<file path="config.mk">
export PLATFORM = sky130hd
export DESIGN_NAME = led_status_animator_unit
export DESIGN_NICKNAME = d
export VERILOG_FILES = /design/src/sv/lsa_pkg.sv /design/src/sv/led_status_animator_unit.sv /design/src/sv/lsa_core.sv /design/src/sv/lsa_scale.sv
export VERILOG_INCLUDE_DIRS = /design/src /design/src/sv
export SDC_FILE = /design/constraint.sdc
export NUM_CORES = 1
export LEC_CHECK = 0
export BUFFER_PORTS_ARGS = -buffer_cell sky130_fd_sc_hd__buf_2
export CELL_PAD_IN_SITES_DETAIL_PLACEMENT = 0
export CELL_PAD_IN_SITES_GLOBAL_PLACEMENT = 1
export CORE_ASPECT_RATIO = 2
export CORE_UTILIZATION = 40
export DETAILED_ROUTE_END_ITERATION = 6
export PLACE_DENSITY_LB_ADDON = 0.1
export SLEW_MARGIN = 0
export SYNTH_ARGS = -nofsm -noshare
export SYNTH_HDL_FRONTEND = slang
export SYNTH_SLANG_ARGS = --single-unit
</file>
<file path="constraint.sdc">
create_clock -name clk -period 23.5 [get_ports clk]
set_input_delay 3.525 -clock clk [delete_from_list [all_inputs] [get_ports clk]]
set_output_delay 3.525 -clock clk [all_outputs]
set_load 0.05 [all_outputs]
</file>
<file path="src/sv/led_status_animator_unit_defines.svh">
// Assertion macros shared by the status LED animator RTL.
// Expects signals clk and rst_n in the scope where a macro is used.
`ifndef LED_STATUS_ANIMATOR_UNIT_DEFINES_SVH
`define LED_STATUS_ANIMATOR_UNIT_DEFINES_SVH

// same-cycle implication
`define LSA_ASSERT_NOW(lbl, ante, cons, msg) \
  lbl: assert property (@(posedge clk) disable iff (!rst_n) (ante) |-> (cons)) \
    else $error(msg);

// next-cycle implication
`define LSA_ASSERT_NEXT(lbl, ante, cons, msg) \
  lbl: assert property (@(posedge clk) disable iff (!rst_n) (ante) |=> (cons)) \
    else $error(msg);

`endif

</file>
<file path="src/sv/lsa_pkg.sv">
// Package for the status LED animator: codes, shared types, pattern functions.
// No dependencies.
`timescale 1ns / 1ps
`default_nettype none

package lsa_pkg;

  localparam int TICK_BITS = 32;
  localparam int NUM_FLASH = 5;

  typedef logic [TICK_BITS-1:0] tick_t;

  // item kinds carried on tuser
  localparam logic [1:0] FUNC_TICK  = 2'd0;
  localparam logic [1:0] FUNC_FLASH = 2'd1;
  localparam logic [1:0] FUNC_BASE  = 2'd2;

  // base states and flash events share one code space
  localparam logic [3:0] BASE_BOOT   = 4'd0;
  localparam logic [3:0] BASE_LINK   = 4'd1;
  localparam logic [3:0] BASE_IDLE   = 4'd2;
  localparam logic [3:0] BASE_STRESS = 4'd3;
  localparam logic [3:0] EV_HTTP     = 4'd4;
  localparam logic [3:0] EV_INFER    = 4'd5;
  localparam logic [3:0] EV_PEER     = 4'd6;
  localparam logic [3:0] EV_HB_TX    = 4'd7;
  localparam logic [3:0] EV_HB_FAIL  = 4'd8;

  // register indexes (byte address / 4)
  localparam logic [2:0] REG_BRIGHTNESS = 3'd0;
  localparam logic [2:0] REG_INTERVAL   = 3'd1;
  localparam logic [2:0] REG_T_HTTP     = 3'd2;
  localparam logic [2:0] REG_T_INFER    = 3'd3;
  localparam logic [2:0] REG_T_PEER     = 3'd4;
  localparam logic [2:0] REG_T_HB_TX    = 3'd5;
  localparam logic [2:0] REG_T_HB_FAIL  = 3'd6;

  typedef struct packed {
    logic [7:0] red;
    logic [7:0] green;
    logic [7:0] blue;
  } rgb_t;

  typedef struct packed {
    logic [7:0]                     brightness;
    logic [7:0]                     check_interval;
    logic [NUM_FLASH-1:0][6:0]      flash_len;
  } cfg_t;

  // v % 10 for 7-bit v, via reciprocal 205/2048
  function automatic logic [3:0] mod10(input logic [6:0] v);
    logic [14:0] p;
    logic [3:0]  q;
    logic [7:0]  qx10;
    p    = 15'(v) * 15'd205;
    q    = p[14:11];
    qx10 = 8'(q) * 8'd10;
    return 4'(8'(v) - qx10);
  endfunction

  // unscaled colour of a pattern; m60/m80 are the phase modulo 60/80,
  // p10 the phase modulo 10
  function automatic rgb_t paint(input logic [3:0] sel, input logic [5:0] m60,
                                 input logic [6:0] m80, input logic [3:0] p10);
    logic [10:0] t17;
    logic [12:0] t45;
    logic [13:0] q10p;
    logic [15:0] b6;
    logic [7:0]  v;
    rgb_t        c;
    c    = '0;
    t17  = (m60 < 6'd30) ? 11'(m60) * 11'd17 : 11'(6'd60 - m60) * 11'd17;
    t45  = (m80 < 7'd40) ? 13'(m80) * 13'd45 : 13'(7'd80 - m80) * 13'd45;
    q10p = 14'(m80) * 14'd205;
    v    = 8'd30 + t45[10:3];
    b6   = 16'(v) * 16'd171;
    case (sel)
      BASE_BOOT: begin
        c.red   = t17[8:1];
        c.green = t17[8:1];
        c.blue  = t17[8:1];
      end
      BASE_LINK: begin
        // on while floor(t/10) is even
        if (!q10p[11]) c.blue = 8'd255;
      end
      BASE_IDLE: begin
        c.green = v;
        c.blue  = {2'b00, b6[15:10]};
      end
      BASE_STRESS: begin
        c.red   = 8'd255;
        c.green = 8'd80;
      end
      EV_HTTP: begin
        c.red   = 8'd255;
        c.green = 8'd255;
        c.blue  = 8'd255;
      end
      EV_INFER: begin
        c.red  = 8'd180;
        c.blue = 8'd255;
      end
      EV_PEER: begin
        if (p10 < 4'd2 || (p10 >= 4'd4 && p10 < 4'd6)) begin
          c.green = 8'd255;
          c.blue  = 8'd255;
        end
      end
      EV_HB_TX: begin
        c.blue = 8'd200;
      end
      EV_HB_FAIL: begin
        c.red = 8'd255;
      end
      default: begin
        c = '0;
      end
    endcase
    return c;
  endfunction

endpackage

`default_nettype wire

</file>
<file path="src/sv/led_status_animator_unit.sv">
// Status LED animator, top level: register port, animator core, scaling stage.
// Depends on lsa_pkg, lsa_core and lsa_scale.
//
// Use:
//  - Input stream (in_*): one beat per item. in_tuser carries the kind:
//    tick, flash request or base-state write. Only a tick produces a result.
//    Flash requests are latched; the next tick takes the latest unless outranked.
//  - Result stream (out_*): one RGB beat per tick, scaled by brightness.
//  - Register port (cfg_*): APB-style, seven registers at byte addresses
//    0x00..0x18, pready tied high. Write only while the block is idle.
//  - Path: a tick beat is registered as its colour in the colour register,
//    then scaled into the output register, which presents its result beat.
//  - Throughput: one beat per cycle unless out_tready stalls the two-stage
//    pipe; the core takes every item kind at the same rate.
//  - Stall: if out_tready is low the output register holds its beat, the
//    colour register behind it fills, and in_tready then drops for every
//    item kind; nothing is dropped or repeated.
//  - Reset (rst_n low, synchronous): state to boot pattern, counters to zero,
//    registers to their defaults, both pipeline stages empty.
`timescale 1ns / 1ps
`default_nettype none

module led_status_animator_unit (
  input  logic        clk,
  input  logic        rst_n,
  // in_tdata: [3:0] event_code, [7:4] base_value, [8] ip_present, [15:9] zero
  input  logic        in_tvalid,
  output logic        in_tready,
  input  logic [15:0] in_tdata,
  // in_tuser: [1:0] func
  input  logic [1:0]  in_tuser,
  // out_tdata: [7:0] red, [15:8] green, [23:16] blue
  output logic        out_tvalid,
  input  logic        out_tready,
  output logic [23:0] out_tdata,
  input  logic        cfg_psel,
  input  logic        cfg_penable,
  input  logic        cfg_pwrite,
  input  logic [4:0]  cfg_paddr,
  input  logic [31:0] cfg_pwdata,
  output logic [31:0] cfg_prdata,
  output logic        cfg_pready
);
  import lsa_pkg::*;

  cfg_t       cfg_r, cfg_nxt;
  logic       wr_en;
  logic [2:0] reg_idx;
  logic       col_valid, col_ready;
  rgb_t       col, res;

  assign cfg_pready = 1'b1;
  assign wr_en      = cfg_psel && cfg_penable && cfg_pwrite && cfg_pready;
  assign reg_idx    = cfg_paddr[4:2];

  // register writes
  always_comb begin
    cfg_nxt = cfg_r;
    if (wr_en) begin
      case (reg_idx)
        REG_BRIGHTNESS: cfg_nxt.brightness     = cfg_pwdata[7:0];
        REG_INTERVAL:   cfg_nxt.check_interval = cfg_pwdata[7:0];
        REG_T_HTTP:     cfg_nxt.flash_len[0]   = cfg_pwdata[6:0];
        REG_T_INFER:    cfg_nxt.flash_len[1]   = cfg_pwdata[6:0];
        REG_T_PEER:     cfg_nxt.flash_len[2]   = cfg_pwdata[6:0];
        REG_T_HB_TX:    cfg_nxt.flash_len[3]   = cfg_pwdata[6:0];
        REG_T_HB_FAIL:  cfg_nxt.flash_len[4]   = cfg_pwdata[6:0];
        default:        cfg_nxt = cfg_r;
      endcase
    end
  end

  // register reads
  always_comb begin
    case (reg_idx)
      REG_BRIGHTNESS: cfg_prdata = 32'(cfg_r.brightness);
      REG_INTERVAL:   cfg_prdata = 32'(cfg_r.check_interval);
      REG_T_HTTP:     cfg_prdata = 32'(cfg_r.flash_len[0]);
      REG_T_INFER:    cfg_prdata = 32'(cfg_r.flash_len[1]);
      REG_T_PEER:     cfg_prdata = 32'(cfg_r.flash_len[2]);
      REG_T_HB_TX:    cfg_prdata = 32'(cfg_r.flash_len[3]);
      REG_T_HB_FAIL:  cfg_prdata = 32'(cfg_r.flash_len[4]);
      default:        cfg_prdata = '0;
    endcase
  end

  always_ff @(posedge clk) begin
    if (!rst_n) begin
      cfg_r.brightness     <= 8'd40;
      cfg_r.check_interval <= 8'd40;
      cfg_r.flash_len[0]   <= 7'd2;
      cfg_r.flash_len[1]   <= 7'd4;
      cfg_r.flash_len[2]   <= 7'd10;
      cfg_r.flash_len[3]   <= 7'd1;
      cfg_r.flash_len[4]   <= 7'd6;
    end else begin
      cfg_r <= cfg_nxt;
    end
  end

  lsa_core u_core (
    .clk        (clk),
    .rst_n      (rst_n),
    .cfg        (cfg_r),
    .in_valid   (in_tvalid),
    .in_ready   (in_tready),
    .func       (in_tuser),
    .event_code (in_tdata[3:0]),
    .base_value (in_tdata[7:4]),
    .ip_present (in_tdata[8]),
    .col_valid  (col_valid),
    .col        (col),
    .col_ready  (col_ready)
  );

  lsa_scale u_scale (
    .clk        (clk),
    .rst_n      (rst_n),
    .brightness (cfg_r.brightness),
    .col_valid  (col_valid),
    .col_ready  (col_ready),
    .col        (col),
    .res_valid  (out_tvalid),
    .res_ready  (out_tready),
    .res        (res)
  );

  assign out_tdata = {res.blue, res.green, res.red};

endmodule

`default_nettype wire

</file>
<file path="src/sv/lsa_core.sv">
// Animator state and pattern selection; registers the unscaled colour per tick.
// Depends on lsa_pkg and led_status_animator_unit_defines.svh.
`timescale 1ns / 1ps
`default_nettype none
`include "led_status_animator_unit_defines.svh"

module lsa_core (
  input  logic          clk,
  input  logic          rst_n,
  input  lsa_pkg::cfg_t cfg,
  input  logic          in_valid,
  output logic          in_ready,
  input  logic [1:0]    func,
  input  logic [3:0]    event_code,
  input  logic [3:0]    base_value,
  input  logic          ip_present,
  output logic          col_valid,
  output lsa_pkg::rgb_t col,
  input  logic          col_ready
);
  import lsa_pkg::*;

  tick_t      tick_r, tick_nxt, last_r, last_nxt, elapsed, tc;
  logic       first_r, first_nxt, had_r, had_nxt;
  logic [3:0] base_r, base_nxt, base_t;
  logic       pend_v_r, pend_v_nxt;
  logic [3:0] pend_c_r, pend_c_nxt;
  logic [3:0] fcode_r, fcode_nxt, fc;
  logic [6:0] fleft_r, fleft_nxt, fl;
  logic [6:0] fphase_r, fphase_nxt, fp;
  logic [5:0] m60_r, m60_nxt, m60c;
  logic [6:0] m80_r, m80_nxt, m80c;
  logic       cvalid_r, cvalid_nxt;
  rgb_t       col_r, col_nxt, colour;

  logic       accept, tick_acc, take, interval_hit, do_check, chk_run, clr, flash_on;
  logic [2:0] len_idx;
  logic [3:0] sel, p10;

  assign in_ready  = !cvalid_r || col_ready;
  assign accept    = in_valid && in_ready;
  assign tick_acc  = accept && (func == FUNC_TICK);
  assign col_valid = cvalid_r;
  assign col       = col_r;

  // flash take-up
  assign take    = pend_v_r && pend_c_r >= EV_HTTP && pend_c_r <= EV_HB_FAIL &&
                   (fleft_r == '0 || pend_c_r >= fcode_r);
  assign len_idx = 3'(pend_c_r - EV_HTTP);
  assign fc      = take ? pend_c_r : fcode_r;
  assign fl      = take ? cfg.flash_len[len_idx] : fleft_r;
  assign fp      = take ? '0 : fphase_r;

  // address check
  assign elapsed      = tick_r - last_r;
  assign interval_hit = elapsed >= tick_t'(cfg.check_interval);
  assign do_check     = !first_r || interval_hit;
  assign chk_run      = do_check && (base_r != BASE_STRESS);
  assign clr          = chk_run && ip_present && !had_r;
  assign base_t       = chk_run ? (ip_present ? BASE_IDLE : BASE_LINK) : base_r;
  assign tc           = clr ? '0 : tick_r;
  assign m60c         = clr ? '0 : m60_r;
  assign m80c         = clr ? '0 : m80_r;

  // render
  assign flash_on = fl != '0;
  assign sel      = flash_on ? fc : base_t;
  assign p10      = flash_on ? mod10(fp) : mod10(m80c);
  assign colour   = paint(sel, m60c, m80c, p10);

  always_comb begin
    tick_nxt   = tick_r;
    last_nxt   = last_r;
    first_nxt  = first_r;
    had_nxt    = had_r;
    base_nxt   = base_r;
    pend_v_nxt = pend_v_r;
    pend_c_nxt = pend_c_r;
    fcode_nxt  = fcode_r;
    fleft_nxt  = fleft_r;
    fphase_nxt = fphase_r;
    m60_nxt    = m60_r;
    m80_nxt    = m80_r;
    cvalid_nxt = cvalid_r;
    col_nxt    = col_r;
    if (in_ready) begin
      cvalid_nxt = tick_acc;
      col_nxt    = colour;
    end
    if (accept) begin
      case (func)
        FUNC_FLASH: begin
          pend_c_nxt = event_code;
          pend_v_nxt = 1'b1;
        end
        FUNC_BASE: begin
          base_nxt = base_value;
        end
        FUNC_TICK: begin
          pend_v_nxt = 1'b0;
          first_nxt  = 1'b1;
          if (first_r && interval_hit) last_nxt = tick_r;
          if (chk_run) had_nxt = ip_present;
          base_nxt   = base_t;
          fcode_nxt  = fc;
          if (flash_on) begin
            fphase_nxt = fp + 7'd1;
            fleft_nxt  = fl - 7'd1;
          end else begin
            fphase_nxt = fp;
            fleft_nxt  = fl;
          end
          tick_nxt = tc + tick_t'(1);
          // phase counters follow tick_count, including its wrap to zero
          if (&tc) begin
            m60_nxt = '0;
            m80_nxt = '0;
          end else begin
            m60_nxt = (m60c == 6'd59) ? '0 : m60c + 6'd1;
            m80_nxt = (m80c == 7'd79) ? '0 : m80c + 7'd1;
          end
        end
        default: begin
          pend_v_nxt = pend_v_r;
        end
      endcase
    end
  end

  always_ff @(posedge clk) begin
    if (!rst_n) begin
      tick_r   <= '0;
      last_r   <= '0;
      first_r  <= 1'b0;
      had_r    <= 1'b0;
      base_r   <= BASE_BOOT;
      pend_v_r <= 1'b0;
      pend_c_r <= '0;
      fcode_r  <= '0;
      fleft_r  <= '0;
      fphase_r <= '0;
      m60_r    <= '0;
      m80_r    <= '0;
      cvalid_r <= 1'b0;
    end else begin
      tick_r   <= tick_nxt;
      last_r   <= last_nxt;
      first_r  <= first_nxt;
      had_r    <= had_nxt;
      base_r   <= base_nxt;
      pend_v_r <= pend_v_nxt;
      pend_c_r <= pend_c_nxt;
      fcode_r  <= fcode_nxt;
      fleft_r  <= fleft_nxt;
      fphase_r <= fphase_nxt;
      m60_r    <= m60_nxt;
      m80_r    <= m80_nxt;
      cvalid_r <= cvalid_nxt;
    end
  end

  always_ff @(posedge clk) begin
    col_r <= col_nxt;
  end

  `LSA_ASSERT_NEXT(a_tick_gives_colour, tick_acc, cvalid_r, "tick beat lost its colour")
  `LSA_ASSERT_NEXT(a_pending_cleared, tick_acc, !pend_v_r, "pending flash survived a tick")
  `LSA_ASSERT_NEXT(a_stress_kept, tick_acc && base_r == BASE_STRESS, base_r == BASE_STRESS, "check overrode stress")
  `LSA_ASSERT_NOW(a_first_sticky, first_r, first_nxt, "first-check flag fell")

endmodule

`default_nettype wire

</file>
<file path="src/sv/lsa_scale.sv">
// Brightness scaling stage: colour * brightness / 255, into the output register.
// Depends on lsa_pkg.
`timescale 1ns / 1ps
`default_nettype none

module lsa_scale (
  input  logic          clk,
  input  logic          rst_n,
  input  logic [7:0]    brightness,
  input  logic          col_valid,
  output logic          col_ready,
  input  lsa_pkg::rgb_t col,
  output logic          res_valid,
  input  logic          res_ready,
  output lsa_pkg::rgb_t res
);
  import lsa_pkg::*;

  logic rvalid_r, rvalid_nxt;
  rgb_t res_r, res_nxt;

  // x/255 for x <= 255*255: (x + (x >> 8) + 1) >> 8
  function automatic logic [7:0] scale8(input logic [7:0] c, input logic [7:0] b);
    logic [15:0] prod;
    logic [16:0] sum;
    prod = 16'(c) * 16'(b);
    sum  = 17'(prod) + 17'(prod[15:8]) + 17'd1;
    return sum[15:8];
  endfunction

  assign col_ready = !rvalid_r || res_ready;
  assign res_valid = rvalid_r;
  assign res       = res_r;

  always_comb begin
    rvalid_nxt = rvalid_r;
    res_nxt    = res_r;
    if (col_ready) begin
      rvalid_nxt    = col_valid;
      res_nxt.red   = scale8(col.red, brightness);
      res_nxt.green = scale8(col.green, brightness);
      res_nxt.blue  = scale8(col.blue, brightness);
    end
  end

  always_ff @(posedge clk) begin
    if (!rst_n) begin
      rvalid_r <= 1'b0;
    end else begin
      rvalid_r <= rvalid_nxt;
    end
  end

  always_ff @(posedge clk) begin
    res_r <= res_nxt;
  end

endmodule

`default_nettype wire
</file>
# Word level (Yosys, flattened, before mapping)
# Index checks and enable logic that the tools add are counted.
dict set report word_totals {
  regBits 207
  inputBits 62
  output_inout_bits 59
}
dict set report op_classes {
  n_addsub 18
  n_mul 13
  magnitude_cmp 10
  eq_ne 19
  mux 28
  n_reduce_logical 44
}
# operator count
set op_table {}
lappend op_table {{7-bit 2-to-1 mux} 8}
lappend op_table {{8-bit case mux with 7 select lines} 1}
lappend op_table {{16-bit by 1-bit adder with 16-bit output (second input constant)} 3}
lappend op_table {{16-bit by 8-bit adder with 16-bit output} 3}
lappend op_table {{8-bit by 8-bit multiplier with 16-bit output} 3}
lappend op_table {{8-bit case mux with 6 select lines} 1}
lappend op_table {{8-bit case mux with 5 select lines} 1}
lappend op_table {{32-bit by 1-bit adder with 32-bit output (second input constant)} 1}
lappend op_table {{32-bit by 8-bit greater-or-equal comparator with 1-bit output} 1}
lappend op_table {{32-bit 2-to-1 mux} 1}
lappend op_table {{32-bit AND reduction} 1}
lappend op_table {{32-bit subtractor} 1}
lappend op_table {{7-bit by 8-bit multiplier with 15-bit output (second input constant)} 2}
lappend op_table {{8-bit case mux with 3 select lines} 1}
lappend op_table {{2-bit AND reduction} 11}
lappend op_table {{7-bit binary-select mux with 3-bit select} 1}
lappend op_table {{6-bit 2-to-1 mux} 3}
lappend op_table {{4-bit by 3-bit equality test with 1-bit output (second input constant)} 4}
lappend op_table {{8-bit by 8-bit multiplier with 16-bit output (second input constant)} 1}
lappend op_table {{16-bit 2-to-1 mux} 1}
lappend op_table {{4-bit 2-to-1 mux} 4}
lappend op_table {{7-bit by 1-bit adder with 7-bit output (second input constant)} 2}
lappend op_table {{13-bit by 6-bit multiplier with 11-bit output (second input constant)} 1}
lappend op_table {{1-bit logical AND} 12}
lappend op_table {{other kinds (48)} 64}

# Longest topological paths before layout
dict set report depth {
  ltp_word 16
  depth_mapped 53
  ltp_nobuf 52
}

# Modules after synthesis
# From an unflattened synthesis, not the netlist that was laid out.
dict set report hier_totals {
  cells_unflattened 2876
  area_unflattened_um2 24800.0
}
# module n_inst cells_per_inst area_per_inst_um2 seq_area_each_um2
set by_module_without_submodules {}
lappend by_module_without_submodules {lsa_core 1 1657 13784.5 2862.7}
lappend by_module_without_submodules {lsa_scale 1 939 8439.3 740.7}
lappend by_module_without_submodules {led_status_animator_unit 1 280 2576.2 1021.0}

# Worst setup path before layout
# OpenSTA, ideal clock, no wires.
dict set report synth_timing {
  path_kind {input to register}
  start {in in_tdata[8]}
  end {reg u_core.col_r, in the netlist u_core.col[3] (data pin)}
  arrival_ns 11.593
  t_required_ns 23.213
  slack_ns 11.620
  cell_stages 36
  path_cell_list {nand2_1 -> nor2_1 -> nand2_1 -> clkbuf_1 -> buf_1 -> nand2_1 -> inv_1 -> ha_1 -> inv_1 -> o41ai_1 -> xor2_1 -> nor2_1 -> ha_1 -> ha_1 -> inv_1 -> fa_1 -> fa_1 -> inv_1 -> mux2i_1 -> ha_1 -> xnor2_1 -> ha_1 -> fa_1 -> inv_1 -> fa_1 -> fa_1 -> inv_1 -> ha_1 -> a21o_1 -> a21oi_1 -> o21ai_0 -> or3_1 -> nor3_1 -> o31ai_1 -> a211oi_1 -> o311ai_1}
}
# item line
set synth_rtl {}
lappend synth_rtl {{from (decl)} led_status_animator_unit.sv:29} ;# input logic [15:0] in_tdata,
lappend synth_rtl {{to (signal assigned)} lsa_core.sv:163} ;# col_r <= col_nxt;
lappend synth_rtl {{to (decl)} lsa_core.sv:34} ;# rgb_t col_r, col_nxt, colour;

==> flow_summary_export.csv <==
group,metric,value,unit
outcome,status,"complete, no violations",
yosys,ys_seq_area_share,19.4,%
clock_tree,clkTransAtPathRegs,70,ps
timing,finalClockSkew,14.8,ps
yosys,synth_fa_ha_area_share,30.9,%
timing,fmax,74.9,MHz
clock_tree,cts_buffers,22,
job,drv_cap,0,
route,first_iter_violations,712,
place,place.gp.congestion,0.908,
worst_setup_path,cp-end-kind,"flop",
global_route,overflow,0,
clock_tree,cts_max_level,1,
clock_tree,post_cts_resized,0,
die,core_area,59000,sq um
die,rows,126,
place,port_buffers,62,
yosys,async_flop_share,0,%
pwr,max-vdd-ir-drop,38.6,uV
timing,holdWs,466,ps
route,drtPass1Iterations,5,
yosys,syn_area_per_cell,8.54,sq um
clock_tree,hold_buffers,0,
worst_setup_path,crit_fanout,9,
yosys,syn_area,23900,sq um
global_route,first_global_vias,20400,
yosys,synthCells,2796,
route,drc_errors,0,
worst_setup_path,slowest_stage,"nor4_1",
timing,worstMarginPinSlew,1210,ps
worst_setup_path,critPathMostFrequentCell,"ha_1",
clock_tree,root_buffer,"clkbuf_16",
die,dieHeight,348,um
clock_tree,cts_buffer_depth,3,
global_route,track_usage,22.7,%
yosys,synth_ff_type,"dfxtp_1",
clock_tree,clock_sinks,207,
route,wire_per_inst,19.1,um
clock_tree,cts_tree,"yes",
yosys,synth-seq-cells,207,
die,io_pins,121,
hold_path,hp-class,"flop to flop",
final_layout,design_area,25500,sq um
yosys,yosys_warnings,0,
yosys,synthSimpleGateAreaFrac,17.3,%
timing,maxSlewViolCount,0,
final_layout,syn_to_final_growth,6.67,%
final_layout,antenna_cells,0,
worst_setup_path,start_kind,"flop",
worst_setup_path,crit_type,"flop to flop",
pwr,p_leak,0.0127,uW
timing,hold_viol,0,
clock_tree,cts_setup_buffers,0,
timing,post-route-period-util,56.8,%
timing,setup_viol,0,
route,ant_nets,0,
yosys,synth_mux_area_share,5.04,%
route,vias,19400,
worst_setup_path,worstPathArrival,13580,ps
final_layout,drive_gt1_share,6.68,%
timing,finalCriticalPeriod,13360,ps
die,die_area,60800,sq um
place,post-dp-hpwl,56.0,mm
final_layout,fin_nets,3353,
timing,fin_tns_setup,0,ps
route,totalWireLength,68.3,mm
global_route,grt_max_degree,78,
pwr,power_density,46.1,nW/um^2
yosys,synth_edf_count,48,
yosys,synth_compound_area_share,14.3,%
route,via_per_inst,5.41,
yosys,synth_xor_xnor_area_share,4.77,%
global_route,grt_pass1_wl,108,mm
timing,rsz0062_at_grt,"false",
global_route,antenna_found_initial,1,
worst_setup_path,slowest_delay,740,ps
worst_setup_path,cp.required,23720,ps
die,initial_utilization,40.5,%
yosys,synth_cell_types,96,
timing,relSlewSlack,19.5,%
die,die_w,175,um
clock_tree,clk_latency,550,ps
yosys,synth_top_family_by_area,"adder cells",
place,place_area,24800,sq um
[cell families after synthesis]
logic type                 count (synthesis)
buffers and inverters                    494
AOI/OAI and AO/OA                        519
muxes                                    104
other                                      2
xor gates and xnor gates                 130
adders and majority gates                494
and+or+nand+nor                          846
DFF                                      207
[cells in the mapped netlist, types with 15 or more instances]
cell        n  area, sq um
a211oi_1   18          135
a21o_1     40          300
a21oi_1   178          891
a31oi_1    17          106
and2_1    119          744
and3_1     24          150
buf_4      25          188
clkbuf_1   76          285
dfxtp_1   159         3180
edfxtp_1   48         1440
fa_1      159         3180
ha_1      335         4190
inv_1     370         1390
mux2i_1    85          851
nand2_1   272         1020
nand2b_1   23          144
nand3_1    76          380
nand4_1    17          106
nor2_1    189          709
nor3_1     30          150
o211ai_1   22          165
o21a_1     20          150
o21ai_0    81          405
o21bai_1   34          255
or2_2      15         93.8
or3_1      18          113
xnor2_1    97          850
xor2_1     33          289
[sequential cells by signal, indices dropped and copies added, names as in the netlist]
signal,count
u_core.first_r,1
u_core.col_valid,1
u_core.pend_v_r,1
u_core.last_r,32
u_core.fphase_r,7
u_core.had_r,1
u_core.base_r,4
u_core.fleft_r,7
u_core.col,24
u_core.fcode_r,4
u_core.m60_r,6
u_core.pend_c_r,4
u_scale.res_valid,1
cfg_r,51
u_core.tick_r,32
u_scale.res,24
u_core.m80_r,7
[power breakdown]
group / internal (uW) / total, uW / switching, uW
sequential: 391 / 425 / 33.8
clock: 189 / 352 / 163
combinational: 143 / 397 / 254
total: 723 / 1170 / 451
[path summary, 6_finish.rpt]
path                          start  cells after the start                end  slack (ps)
setup reg to reg   u_core.tick_r[0]                     49      u_core.col[3]       10140
hold / removal    u_core.fcode_r[2]                      2  u_core.fcode_r[2]         470
setup / recovery   u_core.tick_r[0]                     49      u_core.col[3]       10140
hold reg to reg   u_core.fcode_r[2]                      2  u_core.fcode_r[2]         470
[worst max-delay path, delay by kind of cell (launching register included)]
family	cells	cell delay, ps
flip-flops	1	370
AND/OR/NAND/NOR	11	3200
AO/OA/AOI/OAI	16	3490
adder cells (fa/ha/maj)	12	4160
XOR/XNOR	4	1010
buffers and inverters	6	770
[through the flow]
step,power [uW],instances,util [%],setup WS (ps)
after global placement,825,3541,42.0,10110
after detailed placement,835,3541,42.0,10070
after global routing,1260,3581,43.2,9180
final,1170,3581,43.2,10140
after CTS,1190,3581,43.2,10100
after floorplan,725,2819,-,11620
[final cells by class]
class | count | area, sq um
Tap cell | 768 | 961
Sequential cell | 207 | 4620
Inverter | 370 | 1390
Multi-Input combinational cell | 2118 | 17400
Timing Repair Buffer | 78 | 430
Clock buffer | 28 | 583
Fill cell | 6086 | 33500
Clock inverter | 12 | 108
[placed cells by master (no fill, tap or decap), types with 85 or more instances in the layout]
cell     synthesis  layout
inv_1          370     369
ha_1           335     335
nand2_1        272     272
nor2_1         189     188
a21oi_1        178     178
fa_1           159     159
dfxtp_1        159     159
and2_1         119     119
xnor2_1         97      97
mux2i_1         85      85
[per-layer routing]
| metal | track usage [%] | share of wire (%) | vias to the layer above |
|---|---|---|---|
| met1 | 21.0 | 34 | 9441 |
| met3 | 1.83 | 2.4 | 143 |
| met5 | 0 | 0.019 | - |
| met2 | 47.8 | 58 | 327 |
| met4 | 11.4 | 5.1 | 2 |
| li1 | - | - | 9448 |
Note: power is estimated with default switching activity, not from simulation.
